### src/rtl/msd_pkg.sv
// Shared widths and types of the mean and standard deviation block.
package msd_pkg;

    localparam int SAMPLE_W  = 24;
    localparam int SQ_W      = 2 * SAMPLE_W;
    localparam int SUM_W     = 40;
    localparam int SQSUM_W   = 64;
    localparam int OUT_W     = 40;
    localparam int FRAC_W    = 16;
    localparam int ALU_W     = 128;
    localparam int ROOT_W    = 57;
    localparam int REM_W     = ROOT_W + 2;
    localparam int RAD_TOP   = 2 * ROOT_W - 1;
    localparam int RAD_SHIFT = 2 * FRAC_W;
    localparam int VAR_W     = 2 * ROOT_W - RAD_SHIFT;
    localparam int ITER_W    = 6;
    localparam int TDATA_W   = 2 * OUT_W;

    typedef struct packed {
        logic [SUM_W-1:0]   sum;
        logic [SQSUM_W-1:0] sq_sum;
        logic               dropped;
    } msd_snap_t;

    typedef struct packed {
        logic [OUT_W-1:0] mean;
        logic [OUT_W-1:0] std_dev;
        logic             overflow;
    } msd_result_t;

endpackage

### src/rtl/msd_alu.sv
// Shared wide adder and subtractor with a carry out for comparisons.
module msd_alu (
    input  logic [msd_pkg::ALU_W-1:0] a,
    input  logic [msd_pkg::ALU_W-1:0] b,
    input  logic                      sub,
    output logic [msd_pkg::ALU_W-1:0] res,
    output logic                      carry
);
    import msd_pkg::*;

    logic [ALU_W:0] total;

    // When subtracting, the carry out is set exactly when a >= b.
    assign total = {1'b0, a} + {1'b0, (sub ? ~b : b)} + {{ALU_W{1'b0}}, sub};
    assign res   = total[ALU_W-1:0];
    assign carry = total[ALU_W];

endmodule

### src/rtl/msd_acc.sv
// Sample accumulator: count, sum and a pipelined sum of squares.
module msd_acc #(
    parameter int MAX_SAMPLES = 65536,
    parameter int CNT_W       = 17
) (
    input  logic                         clk,
    input  logic                         rst_n,
    input  logic                         accept,
    input  logic [msd_pkg::SAMPLE_W-1:0] sample,
    input  logic                         last,
    output logic                         pipe_last,
    output logic                         start,
    output logic [CNT_W-1:0]             count,
    output msd_pkg::msd_snap_t           snap
);
    import msd_pkg::*;

    localparam logic [CNT_W-1:0] MAX_CNT = CNT_W'(MAX_SAMPLES);

    logic                p1_valid_reg;
    logic                p1_last_reg;
    logic [SAMPLE_W-1:0] p1_sample_reg;
    logic                p2_valid_reg;
    logic                p2_last_reg;
    logic [SQ_W-1:0]     p2_square_reg;

    logic [CNT_W-1:0]    count_reg, count_next;
    logic [SUM_W-1:0]    sum_reg, sum_next;
    logic [SQSUM_W-1:0]  sq_sum_reg, sq_sum_next, sq_sum_add;
    logic                drop_reg, drop_next;
    logic                room;

    assign room       = (count_reg < MAX_CNT);
    assign sq_sum_add = sq_sum_reg + (p2_valid_reg ? SQSUM_W'(p2_square_reg) : '0);

    always_comb
    begin
        count_next  = count_reg;
        sum_next    = sum_reg;
        sq_sum_next = sq_sum_add;
        drop_next   = drop_reg;
        if (accept)
        begin
            if (room)
            begin
                count_next = count_reg + CNT_W'(1);
                sum_next   = sum_reg + SUM_W'(sample);
            end
            else
            begin
                drop_next = 1'b1;
            end
        end
        // The set is handed to the sequencer as its last square lands, so clear for the next.
        if (p2_last_reg)
        begin
            count_next  = '0;
            sum_next    = '0;
            sq_sum_next = '0;
            drop_next   = 1'b0;
        end
    end

    always_ff @(posedge clk or negedge rst_n)
    begin
        if (!rst_n)
        begin
            p1_valid_reg <= 1'b0;
            p1_last_reg  <= 1'b0;
            p2_valid_reg <= 1'b0;
            p2_last_reg  <= 1'b0;
            count_reg    <= '0;
            sum_reg      <= '0;
            sq_sum_reg   <= '0;
            drop_reg     <= 1'b0;
        end
        else
        begin
            p1_valid_reg <= accept && room;
            p1_last_reg  <= accept && last;
            p2_valid_reg <= p1_valid_reg;
            p2_last_reg  <= p1_last_reg;
            count_reg    <= count_next;
            sum_reg      <= sum_next;
            sq_sum_reg   <= sq_sum_next;
            drop_reg     <= drop_next;
        end
    end

    always_ff @(posedge clk)
    begin
        p1_sample_reg <= sample;
        p2_square_reg <= p1_sample_reg * p1_sample_reg;
    end

    assign pipe_last   = p1_last_reg | p2_last_reg;
    assign start       = p2_last_reg;
    assign count       = count_reg;
    assign snap.sum    = sum_reg;
    assign snap.sq_sum = sq_sum_add;
    assign snap.dropped = drop_reg;

    a_clear_after_set: assert property (@(posedge clk) disable iff (!rst_n)
        p2_last_reg |=> (count_reg == '0 && sum_reg == '0 && sq_sum_reg == '0 && !drop_reg))
        else $error("accumulators not cleared after a set was handed over");

    a_count_capacity: assert property (@(posedge clk) disable iff (!rst_n)
        count_reg <= MAX_CNT)
        else $error("sample count beyond capacity");

    a_drop_when_full: assert property (@(posedge clk) disable iff (!rst_n)
        (accept && count_reg == MAX_CNT) |=> drop_reg)
        else $error("sample at full capacity not flagged as dropped");

endmodule

### src/rtl/msd_seq.sv
// Sequencer that runs the divisions, products and square root on the shared unit.
module msd_seq #(
    parameter int CNT_W = 17
) (
    input  logic                 clk,
    input  logic                 rst_n,
    input  logic                 start,
    input  logic [CNT_W-1:0]     count,
    input  msd_pkg::msd_snap_t   snap,
    input  logic                 done_ack,
    output logic                 idle,
    output logic                 done_valid,
    output msd_pkg::msd_result_t result
);
    import msd_pkg::*;

    typedef enum logic [6:0] {
        S_IDLE = 7'b0000001,
        S_MEAN = 7'b0000010,
        S_MUL1 = 7'b0000100,
        S_MUL2 = 7'b0001000,
        S_SQRT = 7'b0010000,
        S_DEV  = 7'b0100000,
        S_DONE = 7'b1000000
    } msd_state_t;

    msd_state_t         state_reg, state_next;
    logic [ITER_W-1:0]  cnt_reg, cnt_next;
    logic [CNT_W-1:0]   n_reg, n_next;
    logic [SUM_W-1:0]   sum_reg, sum_next;
    logic [ALU_W-1:0]   mcand_reg, mcand_next;
    logic [SUM_W-1:0]   mplier_reg, mplier_next;
    logic [ALU_W-1:0]   acc_reg, acc_next;
    logic [REM_W-1:0]   rem_reg, rem_next;
    logic [ROOT_W-1:0]  div_reg, div_next;
    logic [OUT_W-1:0]   mean_reg, mean_next;
    logic               drop_reg, drop_next;

    logic [ALU_W-1:0]   alu_a, alu_b, alu_res;
    logic               alu_sub, alu_carry;
    logic [CNT_W:0]     div_trial;
    logic [REM_W-1:0]   sq_trial_rem, sq_trial_sub;
    logic [ROOT_W-1:0]  quo_step;

    // Division brings down one dividend bit; the root takes two radicand bits a step.
    assign div_trial    = {rem_reg[CNT_W-1:0], div_reg[ROOT_W-1]};
    assign sq_trial_rem = {rem_reg[ROOT_W-1:0], mcand_reg[RAD_TOP -: 2]};
    assign sq_trial_sub = {div_reg, 2'b01};
    assign quo_step     = {div_reg[ROOT_W-2:0], alu_carry};

    always_comb
    begin
        unique case (state_reg) inside
            S_MEAN, S_DEV:
            begin
                alu_a   = ALU_W'(div_trial);
                alu_b   = ALU_W'(n_reg);
                alu_sub = 1'b1;
            end
            S_MUL1, S_MUL2:
            begin
                alu_a   = acc_reg;
                alu_b   = mplier_reg[0] ? mcand_reg : '0;
                alu_sub = (state_reg == S_MUL2);
            end
            S_SQRT:
            begin
                alu_a   = ALU_W'(sq_trial_rem);
                alu_b   = ALU_W'(sq_trial_sub);
                alu_sub = 1'b1;
            end
            default:
            begin
                alu_a   = '0;
                alu_b   = '0;
                alu_sub = 1'b0;
            end
        endcase
    end

    msd_alu u_alu (
        .a     (alu_a),
        .b     (alu_b),
        .sub   (alu_sub),
        .res   (alu_res),
        .carry (alu_carry)
    );

    always_comb
    begin
        state_next  = state_reg;
        cnt_next    = cnt_reg;
        n_next      = n_reg;
        sum_next    = sum_reg;
        mcand_next  = mcand_reg;
        mplier_next = mplier_reg;
        acc_next    = acc_reg;
        rem_next    = rem_reg;
        div_next    = div_reg;
        mean_next   = mean_reg;
        drop_next   = drop_reg;
        unique case (state_reg)
            S_IDLE:
            begin
                if (start)
                begin
                    n_next     = (count == '0) ? CNT_W'(1) : count;
                    sum_next   = snap.sum;
                    mcand_next = ALU_W'(snap.sq_sum);
                    drop_next  = snap.dropped;
                    div_next   = ROOT_W'({snap.sum, FRAC_W'(0)});
                    rem_next   = '0;
                    acc_next   = '0;
                    cnt_next   = ITER_W'(ROOT_W - 1);
                    state_next = S_MEAN;
                end
            end
            S_MEAN:
            begin
                div_next = quo_step;
                rem_next = REM_W'(alu_carry ? alu_res[CNT_W:0] : div_trial);
                cnt_next = cnt_reg - ITER_W'(1);
                if (cnt_reg == '0)
                begin
                    mean_next   = quo_step[OUT_W-1:0];
                    mplier_next = SUM_W'(n_reg);
                    cnt_next    = ITER_W'(CNT_W - 1);
                    state_next  = S_MUL1;
                end
            end
            S_MUL1:
            begin
                acc_next    = alu_res;
                mcand_next  = mcand_reg << 1;
                mplier_next = mplier_reg >> 1;
                cnt_next    = cnt_reg - ITER_W'(1);
                if (cnt_reg == '0)
                begin
                    mcand_next  = ALU_W'(sum_reg);
                    mplier_next = sum_reg;
                    cnt_next    = ITER_W'(SUM_W - 1);
                    state_next  = S_MUL2;
                end
            end
            S_MUL2:
            begin
                acc_next    = alu_res;
                mcand_next  = mcand_reg << 1;
                mplier_next = mplier_reg >> 1;
                cnt_next    = cnt_reg - ITER_W'(1);
                if (cnt_reg == '0)
                begin
                    // The radicand is the variance term scaled by 2^32.
                    mcand_next = {alu_res[ALU_W-RAD_SHIFT-1:0], RAD_SHIFT'(0)};
                    rem_next   = '0;
                    div_next   = '0;
                    cnt_next   = ITER_W'(ROOT_W - 1);
                    state_next = S_SQRT;
                end
            end
            S_SQRT:
            begin
                div_next   = quo_step;
                rem_next   = alu_carry ? alu_res[REM_W-1:0] : sq_trial_rem;
                mcand_next = mcand_reg << 2;
                cnt_next   = cnt_reg - ITER_W'(1);
                if (cnt_reg == '0)
                begin
                    rem_next   = '0;
                    cnt_next   = ITER_W'(ROOT_W - 1);
                    state_next = S_DEV;
                end
            end
            S_DEV:
            begin
                div_next = quo_step;
                rem_next = REM_W'(alu_carry ? alu_res[CNT_W:0] : div_trial);
                cnt_next = cnt_reg - ITER_W'(1);
                if (cnt_reg == '0)
                begin
                    state_next = S_DONE;
                end
            end
            S_DONE:
            begin
                if (done_ack)
                begin
                    state_next = S_IDLE;
                end
            end
            default:
            begin
                state_next = S_IDLE;
            end
        endcase
    end

    always_ff @(posedge clk or negedge rst_n)
    begin
        if (!rst_n)
        begin
            state_reg <= S_IDLE;
            cnt_reg   <= '0;
        end
        else
        begin
            state_reg <= state_next;
            cnt_reg   <= cnt_next;
        end
    end

    always_ff @(posedge clk)
    begin
        n_reg      <= n_next;
        sum_reg    <= sum_next;
        mcand_reg  <= mcand_next;
        mplier_reg <= mplier_next;
        acc_reg    <= acc_next;
        rem_reg    <= rem_next;
        div_reg    <= div_next;
        mean_reg   <= mean_next;
        drop_reg   <= drop_next;
    end

    assign idle            = (state_reg == S_IDLE);
    assign done_valid      = (state_reg == S_DONE);
    assign result.mean     = mean_reg;
    assign result.std_dev  = div_reg[OUT_W-1:0];
    assign result.overflow = drop_reg;

    a_divisor_nonzero: assert property (@(posedge clk) disable iff (!rst_n)
        (state_reg != S_IDLE) |-> (n_reg != '0))
        else $error("sequencer busy with a zero sample count");

    a_variance_range: assert property (@(posedge clk) disable iff (!rst_n)
        (state_reg == S_SQRT) |-> (acc_reg[ALU_W-1:VAR_W] == '0))
        else $error("variance term out of range before the square root");

    a_deviation_range: assert property (@(posedge clk) disable iff (!rst_n)
        (state_reg == S_DONE) |-> (div_reg[ROOT_W-1:OUT_W] == '0))
        else $error("deviation quotient exceeds the output width");

endmodule

### src/rtl/mean_and_std_deviation_core.sv
// A sample without last is added into the accumulators; after a last sample, the set runs
// through the mean division, the products, the square root and the deviation division.
// Throughput: one sample per cycle; after a last sample, tready stays low until the
// sequencer is idle again, after the serial passes on the shared adder and the output hand-off.
// Reset: rst_n clears the accumulators, the sequencer state and the output valid flag at once.
module mean_and_std_deviation_core #(
    parameter int MAX_SAMPLES = 65536
) (
    input  logic                        clk,
    input  logic                        rst_n,
    input  logic                        s_axis_tvalid,
    output logic                        s_axis_tready,
    input  logic [msd_pkg::SAMPLE_W-1:0] s_axis_tdata,  // [23:0] sample
    input  logic                        s_axis_tlast,   // last
    output logic                        m_axis_tvalid,
    input  logic                        m_axis_tready,
    output logic [msd_pkg::TDATA_W-1:0] m_axis_tdata,   // [39:0] mean, [79:40] std_dev
    output logic                        m_axis_tuser    // [0] overflow
);
    import msd_pkg::*;

    localparam int CNT_W = $clog2(MAX_SAMPLES + 1);

    logic             accept;
    logic             pipe_last;
    logic             start;
    logic [CNT_W-1:0] count;
    msd_snap_t        snap;
    logic             seq_idle;
    logic             done_valid;
    logic             done_ack;
    msd_result_t      seq_result;

    logic             out_valid_reg, out_valid_next;
    msd_result_t      out_result_reg;

    // A request is refused while a last sample is in flight or the sequencer is busy.
    assign s_axis_tready = seq_idle & ~pipe_last;
    assign accept        = s_axis_tvalid & s_axis_tready;

    msd_acc #(
        .MAX_SAMPLES (MAX_SAMPLES),
        .CNT_W       (CNT_W)
    ) u_acc (
        .clk       (clk),
        .rst_n     (rst_n),
        .accept    (accept),
        .sample    (s_axis_tdata),
        .last      (s_axis_tlast),
        .pipe_last (pipe_last),
        .start     (start),
        .count     (count),
        .snap      (snap)
    );

    msd_seq #(
        .CNT_W (CNT_W)
    ) u_seq (
        .clk        (clk),
        .rst_n      (rst_n),
        .start      (start),
        .count      (count),
        .snap       (snap),
        .done_ack   (done_ack),
        .idle       (seq_idle),
        .done_valid (done_valid),
        .result     (seq_result)
    );

    assign done_ack = done_valid & (~out_valid_reg | m_axis_tready);

    always_comb
    begin
        out_valid_next = out_valid_reg;
        if (done_ack)
        begin
            out_valid_next = 1'b1;
        end
        else if (m_axis_tready)
        begin
            out_valid_next = 1'b0;
        end
    end

    always_ff @(posedge clk or negedge rst_n)
    begin
        if (!rst_n)
        begin
            out_valid_reg <= 1'b0;
        end
        else
        begin
            out_valid_reg <= out_valid_next;
        end
    end

    always_ff @(posedge clk)
    begin
        if (done_ack)
        begin
            out_result_reg <= seq_result;
        end
    end

    assign m_axis_tvalid = out_valid_reg;
    assign m_axis_tdata  = {out_result_reg.std_dev, out_result_reg.mean};
    assign m_axis_tuser  = out_result_reg.overflow;

endmodule
### config.mk
export PLATFORM = sky130hd
export DESIGN_NAME = mean_and_std_deviation_core
export DESIGN_NICKNAME = d
export VERILOG_FILES = /design/src/rtl/msd_pkg.sv /design/src/rtl/msd_alu.sv /design/src/rtl/msd_acc.sv /design/src/rtl/msd_seq.sv /design/src/rtl/mean_and_std_deviation_core.sv
export SDC_FILE = /design/constraint.sdc
export NUM_CORES = 2
export LEC_CHECK = 0
export BUFFER_PORTS_ARGS = -buffer_cell sky130_fd_sc_hd__buf_4
export CORE_UTILIZATION = 35
export CTS_CLUSTER_SIZE = 14
export DETAILED_ROUTE_END_ITERATION = 7
export PLACE_DENSITY = 0.59
export SYNTH_ARGS = -nofsm -noshare
export SYNTH_HDL_FRONTEND = slang
export SYNTH_SLANG_ARGS = --single-unit
### constraint.sdc
create_clock -name clk -period 10.45 [get_ports clk]
set_input_delay 0.5225 -clock clk [delete_from_list [all_inputs] [get_ports clk]]
set_output_delay 0.5225 -clock clk [all_outputs]
set_load 0.1 [all_outputs]
; Yosys cells after proc, flatten, opt, wreduce, memory -nomap -nowiden
; Index checks and enable logic that the tools add are counted.
; Widths: inputs -> output; s select.
[totals]
regBits = 801
input_bits = 29
word_cells = 133
[op_classes]
add_sub_neg = 6
multipliers = 1
n_lt_le_gt_ge = 1
eq_ne = 15
n_mux = 49
n_bitwise = 8
n_reduce_logical = 28
[op_table]
columns = cell, count
row1 = $mux 128, 6
row2 = $pmux 128 s3, 2
row3 = $pmux 128 s4, 1
row4 = $mux 57, 6
row5 = $pmux 128 s2, 1
row6 = $pmux 57 s4, 1
row7 = $mux 40, 5
row8 = $pmux 57 s3, 1
row9 = $add 128x128->129, 1
row10 = $add 129x1->129, 1
row11 = $not 128->128, 1
row12 = $pmux 40 s3, 1
row13 = $add 64x64->64, 1
row14 = $mux 64, 1
row15 = $mux 17, 3
row16 = $mux 7, 7
row17 = $pmux 7 s7, 1
row18 = $mul 24x24->48, 1
row19 = $mux 48, 1
row20 = $add 40x24->40, 1
row21 = $pmux 6 s5, 1
row22 = $mux 6, 4
row23 = $mux 18, 1
row24 = $add 17x1->17 const B, 1
row25 = other kinds (28), 58

; Depth between registers and ports, before layout
[depth]
ltp_word = 10
mapped_depth = 31
mapped_depth_nobuf = 30

; Cells and area by module
; A second synthesis with hierarchy kept.
[unflattened]
cells_unflattened = 6617
area_unflattened_um2 = 64408.0
[by_module_without_submodules]
columns = mod, instances, cells_each, area_per_inst_um2
row1 = msd_acc, 1, 3018, 27495.1
row2 = msd_seq, 1, 2066, 24836.3
row3 = msd_alu, 1, 1446, 9572.9
row4 = mean_and_std_deviation_core, 1, 87, 2503.7

; Least setup slack after synthesis
; OpenSTA, ideal clock, no wires.
[synth_path]
kind = register to register
start = reg u_seq.state_reg[1]
end = reg u_seq.mcand_reg[0] (enable)
setup_ns = 0.658
arrival_time_ns = 7.856
slack_ns = 1.936
stages_incl_launch_ff = 9
period_less_slack_ns = 8.514
path_cell_list = dfrtp_1 buf_2 nor4_2 and3_1 clkbuf_1 nor2_1 clkbuf_1 clkbuf_1 a21oi_1
[synth_via]
elab_chain_cells = 3
word_cells_on_any_way = 7
cone_classes = 5 x eq/ne / 2 x reduce/logical
[synth_lines]
columns = element, line_no
row1 = start: declaration, msd_seq.sv:27  ; msd_state_t state_reg, state_next;
row2 = start signal: assignment, msd_seq.sv:207  ; state_reg <= state_next;
row3 = $eq 7x1->1 (tied with other cells), msd_seq.sv:102  ; unique case (state_reg)
row4 = $reduce_bool 4->1 (no source line) / $ne 2x1->1 (equally long branches), n/a
row5 = $reduce_and 2->1 (no source line) *, n/a
row6 = end signal: assignment, msd_seq.sv:216  ; mcand_reg <= mcand_next;
row7 = end: declaration, msd_seq.sv:31  ; logic [ALU_W-1:0] mcand_reg, mcand_next;
; Mark *: on every way between the ends. The rest lies on a longest branch, timed or not.
; A chain may end at the register's enable or synchronous reset.

; Worst setup path after layout
[layout_path]
start = reg u_acc.p1_sample_reg[9]
end = reg u_acc.p2_square_reg[46]
[layout_via]
elab_chain_cells = 1
[layout_lines]
columns = element, line_no
row1 = start: declaration, msd_acc.sv:22  ; logic [SAMPLE_W-1:0] p1_sample_reg;
row2 = start signal: assignment, msd_acc.sv:92  ; p1_sample_reg <= sample;
row3 = $mul 24x24->48, msd_acc.sv:93  ; p2_square_reg <= p1_sample_reg * p1_sample_reg;
row4 = end signal: assignment, msd_acc.sv:93
row5 = end: declaration, msd_acc.sv:25  ; logic [SQ_W-1:0] p2_square_reg;
; Every way passes these cells.

==> summary.md <==
| Metric | Value |
|---|---|
| Congestion Overflow GR | 0 |
| Number of detailed-routing iterations run before antenna repair | 8 |
| Arrival time worst endpoint | ~9000 ps |
| Die outline area | 178700 um2 |
| Clk slew on worst S/H paths | 70 ps |
| Sequential share of the synthesized area | 36.50% |
| Async set or reset register ratio after synthesis | 17.50% |
| Setup CP Type | reg2reg |
| Number of buffers inserted to repair setup after CTS | 0 |
| Post-detailed-route count of antenna-violating nets | 0 |
| Worst hold start | s_axis_tlast |
| Source of the worst register-to-register timing path | u_acc.p1_sample_reg[9] |
| Wire length per cell | roughly 22 um |
| Placed instance count | 8424 |
| Violated checks | DRC |
| Synth top area share | 28.55% |
| Number of cells produced by synthesis | 6248 |
| Finish-stage setup viols | 0 |
| Final Hold Violating Endpoints | 0 |
| Startpoint Class | flip-flop |
| DRC violation count after routing | 5 |
| Area of all placed cells without fillers | 68430 um2 |
| Crit path time final | 8440 ps |
| Sum of negative setup slack | 0 ps |
| Number of nets produced by synthesis | slightly above 7000 |
| Yosys warnings | 0 |
| Required time of the critical path | 11030 ps |
| Count of clock tree sinks | 800 |
| Slowest-stage cell, CP | sky130_fd_sc_hd__dfxtp_1 |
| Slew @ Worst Pin | between 1000 and 1500 ps |
| Top cells by count, synth | 720 x sky130_fd_sc_hd__inv_1, 589 x sky130_fd_sc_hd__edfxtp_1, 473 x sky130_fd_sc_hd__nand2_1, 424 x sky130_fd_sc_hd__fa_1, 416 x sky130_fd_sc_hd__nor2_1 |
| Synthesis-to-finish area growth | 10.46% |
| Width of the chip | roughly 420 um |
| Count of H-tree levels built during CTS | 3 |
| Slack of the worst reg-to-reg path | approximately 2000 ps |
| Worst clock skew | 40.65 ps |
| Final standard cell count with taps included and fillers excluded | 8621 |
| Fmax | 118.5 MHz |
| Max-cap check violation count | 0 |
| Most common cell in the netlist | sky130_fd_sc_hd__inv_1 |
| Most instantiated flip-flop cell in the synthesis netlist | sky130_fd_sc_hd__edfxtp_1 |
| Distinct cell type count after synthesis | 89 |
| Number of enable-type register cells in the synthesized netlist | between 500 and 600 |
| Hold Crit Depth | 2 |
| Maximum number of pins on one net before global-route repair | 89 |
| Vias in the first global route | between 40000 and 50000 |
| Post-Place Cell Area | between 60000 and 70000 um2 |
| Port Buffer Count | 111 |
| Max clock buf depth | 3 |
| Share of final-layout standard cells stronger than drive strength 1 | between 6 and 7% |
| Worst vdd ir | 636.1 uV |
| Top cells by area in the synthesized netlist | sky130_fd_sc_hd__edfxtp_1 29%, sky130_fd_sc_hd__fa_1 14%, sky130_fd_sc_hd__ha_1 7.6% |
| Min-delay worst type | in2reg |
| Worst setup slack after layout | 2010 ps |
| Max incr delay on CP | 1000 ps |
| Min-Delay Endpoint | u_acc.p1_last_reg |
| Antenna violations before repair | 8 |
| Pwr/cell area | between 300 and 400 nW/um2 |
| Post-Place Worst Slack | 1965 ps |
| CP Max Fanout | 23 |
| Kind of end point of the critical path | flip-flop |
| Static Leakage | 28.77 nW |
| Detailed placer's ending HPWL | approximately 140000 um |
| Slew margin rel. | 12.55% |
| Biggest area consumer among synthesized cells | sky130_fd_sc_hd__edfxtp_1 |
| Clock tree from TritonCTS | done |
| Average footprint of a synthesized cell | 9.916 um2 |
| Buffer cell driving the clock tree root | sky130_fd_sc_hd__clkbuf_16 |
| Post-route fraction of the period consumed by the critical path | 80.77% |
| Total Wirelength | 190400 um |
| Initial core utilization | between 30% and 40% |
| Resized Gates After CTS | 0 |
| Site row count | approximately 150 |
| Die outline height | 422.7 um |
| Avg Vias per Cell | 5.453 |
| Clock buffers created by TritonCTS | 91 |
| R2R cell count | 29 |
| Global-route wire length before repair | 293000 um |
| Cell mode on critical path | sky130_fd_sc_hd__inv_1 |
| Outcome | finished, violations left |
| Floorplan core area | 175900 um2 |
| Mapped cell area | slightly above 60000 um2 |
| Gpl congestion | about 0.94 |
| Slew Limit Fails | 0 |
| Clock latency reported for the late side of the worst-skew pair | 730 ps |
| Number of I/O pins | 112 |
| Setup repair after global routing missed its margin | no |
| Worst R2R End | u_acc.p2_square_reg[46] |
| Hold buffer count at cts | 25 |
| Routed via count | 47012 |
| Fin nets | 7033 |
| First-iteration detailed-routing DRC count | 4864 |
| All-layer global routing usage | between 20% and 30% |
| Post-synthesis sequential element count | 800 |
-- per-layer routing --
layer  part of all wire, %  global-route usage [%]  wire [um]  up-vias
met4                   3.4                   6.830       6430        4
met1                    43                   27.68      81070    23501
met3                   6.1                   3.017      11610      268
met5                 0.015                       0         28        -
li1                      -                       -          -    21707
met2                    48                   35.52      91260     1532
-- cell families after synthesis --
group | count (synthesis) | share of synthesized area [%]
and+or+nand+nor | 1613 | 12.69
AOI/OAI and AO/OA | 1535 | 16.87
buffers and inverters | 1076 | 6.576
adders and majority gates | 802 | 21.33
DFF | 800 | 36.50
xor gates and xnor gates | 399 | 5.641
muxes | 23 | 0.3898
-- worst max path at each step --
stage | from | endpoint | cells after the start
5_1_grt | u_acc.p1_sample_reg[9] | u_acc.p2_square_reg[46] | 29
2_1_floorplan | u_seq.state_reg[1] | u_seq.mcand_reg[0] | 8
3_3_place_gp | u_acc.p1_sample_reg[9] | u_acc.p2_square_reg[46] | 29
4_1_cts | u_acc.p1_sample_reg[9] | u_acc.p2_square_reg[46] | 29
3_5_place_dp | u_acc.p1_sample_reg[9] | u_acc.p2_square_reg[46] | 29
6_report | u_acc.p1_sample_reg[9] | u_acc.p2_square_reg[46] | 29
-- worst max-delay path, delay by kind of cell, from the launching register on --
kind                     cells  cell delay [ps]
AO/OA/AOI/OAI                9             2190
XOR/XNOR                     1              150
adder cells (fa/ha/maj)      8             3880
buffers and inverters        9              530
flip-flops                   1             1000
AND/OR/NAND/NOR              2              520
-- through the flow --
stage | power [mW] | hold slack [ps] | util [%]
global placement | 20.40 | 337.2 | 37.03
global route | 26.01 | 49.34 | 38.90
floorplan | 16.38 | 226.9 | -
CTS | 23.99 | 20.99 | 38.90
detailed placement | 20.54 | 345.0 | 37.03
finish | 23.91 | 75.08 | 38.90
-- cell type report --
cell class	instances	area, um2
fill	17360	107500
multi-input combinational	4372	35430
sequential	800	22620
tap	2340	2928
inverter	720	2703
clock buffer	121	2481
timing repair buffer	217	1720
clock inverter	50	550.5
antenna	1	2.502
-- placed cells by master (no fill, tap or decap), types with 44 or more instances in the layout --
master,instances
sky130_fd_sc_hd__nor2_1,410
sky130_fd_sc_hd__a22oi_1,132
sky130_fd_sc_hd__a222oi_1,85
sky130_fd_sc_hd__ha_1,378
sky130_fd_sc_hd__nor2b_1,53
sky130_fd_sc_hd__edfxtp_1,589
sky130_fd_sc_hd__dfrtp_1,138
sky130_fd_sc_hd__fa_1,424
sky130_fd_sc_hd__xor2_1,97
sky130_fd_sc_hd__nand4_1,92
sky130_fd_sc_hd__a21oi_1,386
sky130_fd_sc_hd__clkbuf_16,92
sky130_fd_sc_hd__nor3_1,44
sky130_fd_sc_hd__nand3_1,77
sky130_fd_sc_hd__dfxtp_1,71
sky130_fd_sc_hd__and2_1,266
sky130_fd_sc_hd__nand2_1,471
sky130_fd_sc_hd__a22o_1,113
sky130_fd_sc_hd__inv_1,719
sky130_fd_sc_hd__buf_4,189
sky130_fd_sc_hd__o21bai_1,66
sky130_fd_sc_hd__o21ai_0,285
sky130_fd_sc_hd__xnor2_1,302
sky130_fd_sc_hd__a21o_1,170
-- power by group --
part           switching, mW  internal, mW  leakage (nW)  total (mW)
sequential             0.708          4.71          7.90        5.42
clock                   1.45          1.87          1.45        3.31
combinational           9.11          6.07          19.4        15.2
(Power assumes the default switching activity.)
